===== src/sv/lru_pkg.sv =====
// package with shared types and codes of the lru age counter block
`default_nettype none

package lru_pkg;

   // request type codes
   localparam logic [1:0] REQ_HIT    = 2'd0;
   localparam logic [1:0] REQ_FILL   = 2'd1;
   localparam logic [1:0] REQ_VICTIM = 2'd2;

   // configuration register indexes
   localparam int CSR_INDEX_W = 2;
   localparam int CSR_DATA_W  = 7;
   localparam logic [CSR_INDEX_W-1:0] CSR_ASSOC_MODE = 2'd0;
   localparam logic [CSR_INDEX_W-1:0] CSR_SET_WAYS   = 2'd1;

   // configuration reset values
   localparam logic       ASSOC_MODE_RESET = 1'b1;
   localparam logic [6:0] SET_WAYS_RESET   = 7'd4;

   // request transaction payload
   typedef struct packed {
      logic [1:0] req_type;
      logic [5:0] line_index;
      logic [5:0] set_index;
      logic       line_valid;
   } lru_req_type;

   // response transaction payload
   typedef struct packed {
      logic [5:0] victim_line;
      logic       done_res;
   } lru_rsp_type;

   // controller states
   typedef enum logic [2:0] {
      ST_IDLE,
      ST_BOUNDS,
      ST_REF,
      ST_WALK,
      ST_DRAIN,
      ST_CLEAR,
      ST_FINISH
   } lru_state_type;

   // controller to datapath commands
   typedef struct packed {
      logic load_req;
      logic rd_line;
      logic init_walk;
      logic issue_rd;
      logic clear_line;
      logic load_rsp;
   } lru_cmd_type;

   // datapath to controller status
   typedef struct packed {
      logic skip;
      logic is_victim;
      logic empty;
      logic no_walk;
      logic last;
      logic rsp_free;
   } lru_status_type;

endpackage

`default_nettype wire


===== src/sv/lru_ram.sv =====
// generic single write port, single read port ram with registered read
`default_nettype none

module lru_ram #(
   parameter int WIDTH = 8,
   parameter int DEPTH = 64
) (
   input  wire logic                     clock,
   input  wire logic                     wr_en,
   input  wire logic [$clog2(DEPTH)-1:0] wr_addr,
   input  wire logic [WIDTH-1:0]         wr_data,
   input  wire logic                     rd_en,
   input  wire logic [$clog2(DEPTH)-1:0] rd_addr,
   output logic      [WIDTH-1:0]         rd_data
);

   logic [WIDTH-1:0] mem_ff [DEPTH];

   // write port
   always_ff @(posedge clock) begin
      if (wr_en) begin
         mem_ff[wr_addr] <= wr_data;
      end
   end

   // registered read port
   always_ff @(posedge clock) begin
      if (rd_en) begin
         rd_data <= mem_ff[rd_addr];
      end
   end

endmodule

`default_nettype wire


===== src/sv/lru_datapath.sv =====
// datapath: request and config registers, set bounds, age walk, victim search
`default_nettype none

module lru_datapath #(
   parameter int NUM_LINES = 64,
   parameter int AGE_BITS  = 7
) (
   input  wire logic                            clock,
   input  wire logic                            reset,
   input  wire lru_pkg::lru_req_type            req_data,
   input  wire logic                            csr_valid,
   input  wire logic [lru_pkg::CSR_INDEX_W-1:0] csr_index,
   input  wire logic [lru_pkg::CSR_DATA_W-1:0]  csr_data,
   output logic                                 rsp_valid,
   input  wire logic                            rsp_ready,
   output lru_pkg::lru_rsp_type                 rsp_data,
   input  wire lru_pkg::lru_cmd_type            cmd,
   output lru_pkg::lru_status_type              status
);

   localparam int LINE_W = $clog2(NUM_LINES);
   localparam int PW     = LINE_W + 1;
   localparam logic [13:0] NL14 = 14'(NUM_LINES);
   localparam logic [AGE_BITS-1:0] AGE_MAX = {AGE_BITS{1'b1}};

   // config registers
   logic       assoc_ff;
   logic [6:0] ways_ff;

   // request and walk registers
   lru_pkg::lru_req_type req_ff;
   logic [12:0]          base_ff;
   logic [AGE_BITS-1:0]  ref_ff;
   logic [PW-1:0]        ptr_ff;
   logic                 pend_ff;
   logic [LINE_W-1:0]    pend_addr_ff;
   logic [LINE_W-1:0]    best_ff;
   logic [AGE_BITS-1:0]  best_age_ff;
   logic                 done_ff;
   logic [NUM_LINES-1:0] vld_ff;
   logic                 vld_q_ff;
   logic                 rsp_valid_ff;
   lru_pkg::lru_rsp_type rsp_data_ff;

   // combinational signals
   logic [13:0]         lo_full, hi_full, lo_cl, hi_cl;
   logic [PW-1:0]       lo, hi, ptr_nx;
   logic [LINE_W-1:0]   line_addr, rd_addr, wr_addr;
   logic                rd_en, wr_en;
   logic [AGE_BITS-1:0] ram_q, rd_age, wr_data;
   logic                is_hf, is_victim, in_range, walk_wr;

   // request decode
   assign is_victim = (req_ff.req_type == lru_pkg::REQ_VICTIM);
   assign is_hf     = (req_ff.req_type == lru_pkg::REQ_HIT) ||
                      (req_ff.req_type == lru_pkg::REQ_FILL);
   assign in_range  = 32'(req_ff.line_index) < NUM_LINES;
   assign line_addr = LINE_W'(req_ff.line_index);

   // set bounds, clipped to the array
   always_comb begin
      lo_full = {1'b0, base_ff};
      hi_full = lo_full + 14'(ways_ff);
      lo_cl   = (lo_full > NL14) ? NL14 : lo_full;
      hi_cl   = (hi_full > NL14) ? NL14 : hi_full;
      lo      = assoc_ff ? PW'(lo_cl) : '0;
      hi      = assoc_ff ? PW'(hi_cl) : PW'(NUM_LINES);
   end

   assign ptr_nx = ptr_ff + PW'(1);

   // status to controller
   always_comb begin
      status.skip      = !(is_hf && in_range) && !is_victim;
      status.is_victim = is_victim;
      status.empty     = !(lo < hi);
      status.no_walk   = !req_ff.line_valid || !(lo < hi);
      status.last      = (ptr_nx == hi);
      status.rsp_free  = !rsp_valid_ff || rsp_ready;
   end

   // age of the entry read last cycle, unwritten entries read as zero
   assign rd_age = vld_q_ff ? ram_q : '0;

   // aging of one walked entry
   always_comb begin
      walk_wr = 1'b0;
      if (pend_ff && !is_victim) begin
         if (req_ff.req_type == lru_pkg::REQ_HIT) begin
            walk_wr = (rd_age < ref_ff);
         end else begin
            walk_wr = (rd_age != AGE_MAX);
         end
      end
   end

   // ram port muxing
   always_comb begin
      rd_en   = cmd.rd_line || cmd.issue_rd;
      rd_addr = cmd.rd_line ? line_addr : ptr_ff[LINE_W-1:0];
      wr_en   = cmd.clear_line || walk_wr;
      wr_addr = cmd.clear_line ? line_addr : pend_addr_ff;
      wr_data = cmd.clear_line ? '0 : rd_age + AGE_BITS'(1);
   end

   lru_ram #(
      .WIDTH(AGE_BITS),
      .DEPTH(NUM_LINES)
   ) u_ram (
      .clock  (clock),
      .wr_en  (wr_en),
      .wr_addr(wr_addr),
      .wr_data(wr_data),
      .rd_en  (rd_en),
      .rd_addr(rd_addr),
      .rd_data(ram_q)
   );

   // control state with reset
   always_ff @(posedge clock) begin
      if (reset) begin
         assoc_ff     <= lru_pkg::ASSOC_MODE_RESET;
         ways_ff      <= lru_pkg::SET_WAYS_RESET;
         vld_ff       <= '0;
         pend_ff      <= 1'b0;
         rsp_valid_ff <= 1'b0;
      end else begin
         if (csr_valid && csr_index == lru_pkg::CSR_ASSOC_MODE) begin
            assoc_ff <= csr_data[0];
         end
         if (csr_valid && csr_index == lru_pkg::CSR_SET_WAYS) begin
            ways_ff <= csr_data[6:0];
         end
         if (wr_en) begin
            vld_ff[wr_addr] <= 1'b1;
         end
         pend_ff <= cmd.issue_rd;
         if (cmd.load_rsp) begin
            rsp_valid_ff <= 1'b1;
         end else if (rsp_ready) begin
            rsp_valid_ff <= 1'b0;
         end
      end
   end

   // payload registers
   always_ff @(posedge clock) begin
      if (cmd.load_req) begin
         req_ff <= req_data;
      end
      if (cmd.rd_line) begin
         base_ff <= 13'(req_ff.set_index) * 13'(ways_ff);
      end
      if (rd_en) begin
         vld_q_ff <= vld_ff[rd_addr];
      end
      if (cmd.init_walk) begin
         ref_ff      <= rd_age;
         ptr_ff      <= lo;
         best_ff     <= lo[LINE_W-1:0];
         best_age_ff <= '0;
         done_ff     <= !(status.skip || (is_victim && status.empty));
      end else begin
         if (cmd.issue_rd) begin
            ptr_ff <= ptr_nx;
         end
         if (pend_ff && is_victim && rd_age >= best_age_ff) begin
            best_ff     <= pend_addr_ff;
            best_age_ff <= rd_age;
         end
      end
      if (cmd.issue_rd) begin
         pend_addr_ff <= ptr_ff[LINE_W-1:0];
      end
      if (cmd.load_rsp) begin
         rsp_data_ff.victim_line <= (is_victim && done_ff) ? 6'(best_ff)
                                                           : req_ff.line_index;
         rsp_data_ff.done_res    <= done_ff;
      end
   end

   assign rsp_valid = rsp_valid_ff;
   assign rsp_data  = rsp_data_ff;

endmodule

`default_nettype wire


===== src/sv/lru_controller.sv =====
// controller state machine sequencing one request through the datapath
`default_nettype none

module lru_controller (
   input  wire logic                   clock,
   input  wire logic                   reset,
   input  wire logic                   req_valid,
   output logic                        req_ready,
   input  wire lru_pkg::lru_status_type status,
   output lru_pkg::lru_cmd_type        cmd
);

   lru_pkg::lru_state_type state_ff, state_in;

   // state register
   always_ff @(posedge clock) begin
      if (reset) begin
         state_ff <= lru_pkg::ST_IDLE;
      end else begin
         state_ff <= state_in;
      end
   end

   // next state and commands
   always_comb begin
      state_in  = state_ff;
      cmd       = '0;
      req_ready = 1'b0;
      case (state_ff)
         lru_pkg::ST_IDLE: begin
            req_ready    = 1'b1;
            cmd.load_req = req_valid;
            if (req_valid) begin
               state_in = lru_pkg::ST_BOUNDS;
            end
         end
         // base of the set and read of the accessed line
         lru_pkg::ST_BOUNDS: begin
            cmd.rd_line = 1'b1;
            state_in    = lru_pkg::ST_REF;
         end
         // capture reference age and set up the walk, or skip or shorten it
         lru_pkg::ST_REF: begin
            cmd.init_walk = 1'b1;
            if (status.skip || (status.is_victim && status.empty)) begin
               state_in = lru_pkg::ST_FINISH;
            end else if (!status.is_victim && status.no_walk) begin
               state_in = lru_pkg::ST_CLEAR;
            end else begin
               state_in = lru_pkg::ST_WALK;
            end
         end
         lru_pkg::ST_WALK: begin
            cmd.issue_rd = 1'b1;
            if (status.last) begin
               state_in = lru_pkg::ST_DRAIN;
            end
         end
         // last read in flight is processed here
         lru_pkg::ST_DRAIN: begin
            state_in = status.is_victim ? lru_pkg::ST_FINISH : lru_pkg::ST_CLEAR;
         end
         lru_pkg::ST_CLEAR: begin
            cmd.clear_line = 1'b1;
            state_in       = lru_pkg::ST_FINISH;
         end
         // hand the result to the output register once it is free
         lru_pkg::ST_FINISH: begin
            if (status.rsp_free) begin
               cmd.load_rsp = 1'b1;
               state_in     = lru_pkg::ST_IDLE;
            end
         end
         default: begin
            state_in = lru_pkg::ST_IDLE;
         end
      endcase
   end

endmodule

`default_nettype wire


===== src/sv/lru_age_counter_replacement.sv =====
// top level of the lru age counter replacement block
// usage:
//   request channel (req_valid/req_ready/req_data) takes one transaction at a
//   time: hit update, fill into a free line, or victim select.
//   response channel (rsp_valid/rsp_ready/rsp_data) returns one transaction per
//   request: the victim line or the echoed line index, and a done flag.
//   csr channel (csr_valid/csr_ready/csr_index/csr_data) writes assoc_mode
//   (index 0) and set_ways (index 1); it is always ready.
// walk:
//   a hit or fill that walks, and a victim select, read one age counter of
//   the set per cycle; a hit or fill writes it back when it ages. skipped
//   requests and victim selects on an empty set go straight to the result,
//   clear only requests clear the accessed line first. a new request is
//   taken in the cycle after the previous result is loaded.
// reset:
//   synchronous reset clears all ages through per-line valid bits at once,
//   sets assoc_mode to 1 and set_ways to 4; no clearing pass is needed.
// stalls:
//   the response sits in an output register; the next request is accepted
//   while it waits, and its own result is held until the register frees up.
`default_nettype none

module lru_age_counter_replacement #(
   parameter int NUM_LINES = 64,
   parameter int AGE_BITS  = 7
) (
   input  wire logic                            clock,
   input  wire logic                            reset,
   input  wire logic                            req_valid,
   output logic                                 req_ready,
   input  wire lru_pkg::lru_req_type            req_data,
   output logic                                 rsp_valid,
   input  wire logic                            rsp_ready,
   output lru_pkg::lru_rsp_type                 rsp_data,
   input  wire logic                            csr_valid,
   output logic                                 csr_ready,
   input  wire logic [lru_pkg::CSR_INDEX_W-1:0] csr_index,
   input  wire logic [lru_pkg::CSR_DATA_W-1:0]  csr_data
);

   lru_pkg::lru_cmd_type    cmd;
   lru_pkg::lru_status_type status;

   // config writes are always taken
   assign csr_ready = 1'b1;

   lru_controller u_ctrl (
      .clock    (clock),
      .reset    (reset),
      .req_valid(req_valid),
      .req_ready(req_ready),
      .status   (status),
      .cmd      (cmd)
   );

   lru_datapath #(
      .NUM_LINES(NUM_LINES),
      .AGE_BITS (AGE_BITS)
   ) u_dp (
      .clock    (clock),
      .reset    (reset),
      .req_data (req_data),
      .csr_valid(csr_valid),
      .csr_index(csr_index),
      .csr_data (csr_data),
      .rsp_valid(rsp_valid),
      .rsp_ready(rsp_ready),
      .rsp_data (rsp_data),
      .cmd      (cmd),
      .status   (status)
   );

endmodule

`default_nettype wire


===== config.mk =====
export PLATFORM = sky130hd
export DESIGN_NAME = lru_age_counter_replacement
export DESIGN_NICKNAME = d
export VERILOG_FILES = /design/src/sv/lru_pkg.sv /design/src/sv/lru_ram.sv /design/src/sv/lru_datapath.sv /design/src/sv/lru_controller.sv /design/src/sv/lru_age_counter_replacement.sv
export SDC_FILE = /design/constraint.sdc
export NUM_CORES = 1
export LEC_CHECK = 0
export BUFFER_PORTS_ARGS = -buffer_cell sky130_fd_sc_hd__buf_2
export CAP_MARGIN = 20
export CORE_AREA = 2 2 299 301
export CTS_BUF_LIST = sky130_fd_sc_hd__clkbuf_8 sky130_fd_sc_hd__clkbuf_16
export CTS_CLUSTER_DIAMETER = 150
export CTS_CLUSTER_SIZE = 10
export DETAILED_ROUTE_END_ITERATION = 6
export DIE_AREA = 0 0 301 303
export GPL_TIMING_DRIVEN = 0
export PLACE_DENSITY = 0.51
export SYNTH_ARGS = -nofsm -noshare
export SYNTH_HDL_FRONTEND = slang
export SYNTH_SLANG_ARGS = --single-unit

===== constraint.sdc =====
create_clock -name clock -period 8.3 [get_ports clock]
set_input_delay 0.83 -clock clock [delete_from_list [all_inputs] [get_ports clock]]
set_output_delay 0.83 -clock clock [all_outputs]
set_load 0.05 [all_outputs]

==> reports/metrics.cfg <==
[run_status]
outcome = finished, final reports clean

[cts]
cts_buffers = 70
worstSkewPairLatency_ns = 0.61
cts.sinks = 602
cts_tree = yes
clkTransAtPathRegs_ns = 0.06
root_buffer = clkbuf_16
clockBufferDepth = 3
post-cts-setup-buffer-count = 0
cts_resized = 0
cts_max_level = 3
cts-hold-fix-buffers = 0

[timing]
final_hold_viol_count = 0
drv_slew = 0
final.period_utilization_pct = 53.3
finalSetupViolCount = 0
fin_tns_setup_ns = 0
slew_headroom_pct = 27.8
worst_pin_slew_ns = 1.08
fin_skew_ns = 0.0249
grt_setup_unrepaired = false
period_needed_ns = 4.43
timing.fmax_ghz = 0.226

[synthesis]
synth_edf_count = 518
synth.most_common_cell = edfxtp_1
async_flop_share_pct = 0
netlist_area_mm2 = 0.0262
synth_commonest_cells = edfxtp_1 (518), mux4_2 (128), nand2_1 (128)
ys_types = 62
seq_area_frac_synth_pct = 65.8
avgSynthCellArea_um2 = 15.3
ys_seq_elements = 602
syn_nets = 1808
yosysTopAreaCell = edfxtp_1
synth_area_leaders = edfxtp_1 (59%), mux4_2 (11%), dfxtp_1 (6.4%)
yosysWarnings = 0
synth_cells = 1708
synth_top_flop_cell = edfxtp_1
synth_top_area_share_pct = 59.4

[routing]
routed.top_layer = met4
wl_met2_um = 32600
first_pass_iters = 7
drt_iter0_markers = 1266
wirelength_um = 67300
drtAntennaViolNets = 0
vias = 15193
avgViaCountPerCell = 4.98
route.met3.wl_um = 3560
wl_met1_um = 29300
wl_per_cell_um = 22.1
remaining_drc_errors = 0

[die]
num_rows = 109
coreArea_mm2 = 0.0880
die_h_um = 303
start_util_pct = 29.8
dieArea_mm2 = 0.0912
dieWidth_um = 301
io_pins = 39

[min_path]
holdPathEnd = u_dp.req_ff[3]$_DFFE_PP_
hp-class = in -> reg
hp-start = req_data[3]
holdPathStages = 1

[power_and_ir_drop]
power_frac_seq_pct = 38.3
irDropWorstVdd_mv = 0.233
p_sw_share_pct = 35.9
p_comb_share_pct = 36.2
p_int_w = 0.00685
p_sw_w = 0.00384
clkPwrFrac_pct = 25.5
power.density_mw_per_mm2 = 354
p_leak_nw = 10.2

[global_routing]
antenna_found_initial = 0
grt_pass1_wl_um = 101000
grt_usage_pct = 14.8
grt_max_degree = 41
gr-total-overflow = 0
grt_pass1_vias = 15538

[placed_design]
port_buffers = 37
gp_congestion = 0.866
dp_hpwl_um = 47500
dpl.cell_count = 2934

[cells_and_area]
antenna_cells = 0
drive_gt1_share_pct = 18.9
area_growth_pct = 15.3
finalNonFillerCells = 3048
nets = 1941

[worst_setup_path]
cp_max_fo = 8
r2r_cells = 17
reg2reg_to = u_ctrl.state_ff[2]$_SDFFE_PP0P_
worst_ep_required_time_ns = 8.80
cpMaxStageDelayCell = dfxtp_1
cp.arrival_ns = 4.93
crit_type = reg -> reg
cpLargestDelayFamily = compound AO/OA/AOI/OAI gates
r2r_start = u_dp.ways_ff[0]$_SDFFE_PP0P_
start_kind = register
critical_path.endpoint_type = register
worst-path-buf-inv = 1
cp_slowest_stage_delay_ns = 0.48
path_cells = ha_1, inv_1, fa_1, nand2b_1, a21oi_1, o21ai_0, a311oi_1, nand3_1, nor2_1, nand2_1, ha_1, a21o_1, a21o_1, a21oi_1, o31a_1, a211oi_1, o21a_1
rrSetupSlack_ns = 3.87

[flow_run]
maxCapViolCount = 0

flip-flops by register name (all words and copies together) (netlist names), 7 cells and up:
register / cells
u_dp.ways_ff: 7
u_dp.base_ff: 13
u_dp.u_ram.rd_data: 7
u_dp.ptr_ff: 7
u_dp.vld_ff: 64
u_dp.ref_ff: 7
u_dp.req_ff: 9
u_dp.best_age_ff: 7
u_dp.rsp_data: 7
u_dp.u_ram.mem_ff: 448
worst max path at each step:
stage	from	to	slack, ns	depth (start not counted)
2_1_floorplan	u_dp.req_ff[3]$_DFFE_PP_	u_dp.base_ff[12]$_DFFE_PP_	4.46	15
3_3_place_gp	u_dp.vld_q_ff$_DFFE_PP_	u_dp.u_ram.mem_ff[20][2]$_DFFE_PP_	2.36	5
3_5_place_dp	u_dp.ways_ff[0]$_SDFFE_PP0P_	u_ctrl.state_ff[2]$_SDFFE_PP0P_	3.98	17
4_1_cts	u_dp.ways_ff[0]$_SDFFE_PP0P_	u_ctrl.state_ff[2]$_SDFFE_PP0P_	3.98	17
5_1_grt	u_dp.ways_ff[0]$_SDFFE_PP0P_	u_ctrl.state_ff[0]$_SDFFE_PP0P_	3.54	17
6_report	u_dp.ways_ff[0]$_SDFFE_PP0P_	u_ctrl.state_ff[2]$_SDFFE_PP0P_	3.87	17
through the flow:
step | hold WS, ns | total power [W] | setup slack (ns) | area (um^2) | utilization (%)
floorplan | 0.426 | 0.00646 | 4.46 | 26200 | -
global placement | 0.453 | 0.00785 | 2.36 | 27800 | 31.7
detailed placement | 0.450 | 0.00806 | 3.98 | 28200 | 32.1
CTS | 0.355 | 0.0108 | 3.98 | 30200 | 34.3
global route | 0.377 | 0.0112 | 3.54 | 30200 | 34.3
finish | 0.396 | 0.0107 | 3.87 | 30200 | 34.3
layout make-up:
cell class / instances / area (um^2)
Buffer: 93 / 447
Clock buffer: 70 / 1750
Clock inverter: 44 / 238
Fill cell: 8401 / 57800
Inverter: 106 / 398
Multi-Input combinational cell: 907 / 8190
Sequential cell: 602 / 17200
Tap cell: 1165 / 1460
Timing Repair Buffer: 61 / 500
cell families (layout without fill, tap and decap cells):
| group | Yosys count | count (layout) | share of synthesized area, % |
|---|---|---|---|
| xor+xnor | 25 | 25 | 0.836 |
| flops | 602 | 602 | 65.8 |
| simple gates | 390 | 390 | 7.24 |
| other cells | 1 | 1 | 0.0143 |
| buf+inv | 199 | 374 | 3.22 |
| fa+ha+maj | 71 | 71 | 4.02 |
| compound gates | 269 | 269 | 6.97 |
| mux | 151 | 151 | 11.9 |
layer usage:
metal	track usage, %	vias to the layer above
met5	0	-
met4	5.19	0
met3	2.33	103
met2	24.4	399
met1	19.9	7886
li1	-	6805
layout by cell type, fill, tap and decap left out, types with 15 or more instances in the layout:
master / count
a21oi_1: 47
fa_1: 22
buf_4: 15
inv_1: 142
mux2i_1: 16
o22ai_1: 50
mux4_2: 128
nor3_1: 19
a311oi_1: 17
buf_2: 66
clkbuf_1: 57
clkbuf_16: 70
and2_1: 58
xnor2_1: 16
a211oi_1: 45
nand2_1: 128
o21ai_0: 30
edfxtp_1: 518
a31oi_1: 21
nand3_1: 21
or2_2: 16
dfxtp_1: 84
ha_1: 49
nor2_1: 82
o21ba_2: 17
power by group through the flow:
stage	Sequential [W]	Combinational, W	Clock, W
floorplan	0.00414	0.00232	0
global placement	0.00424	0.00362	0
detailed placement	0.00416	0.00390	0
CTS	0.00410	0.00391	0.00280
global route	0.00411	0.00416	0.00291
finish	0.00410	0.00387	0.00273
Note: power is estimated with default switching activity, not from simulation.
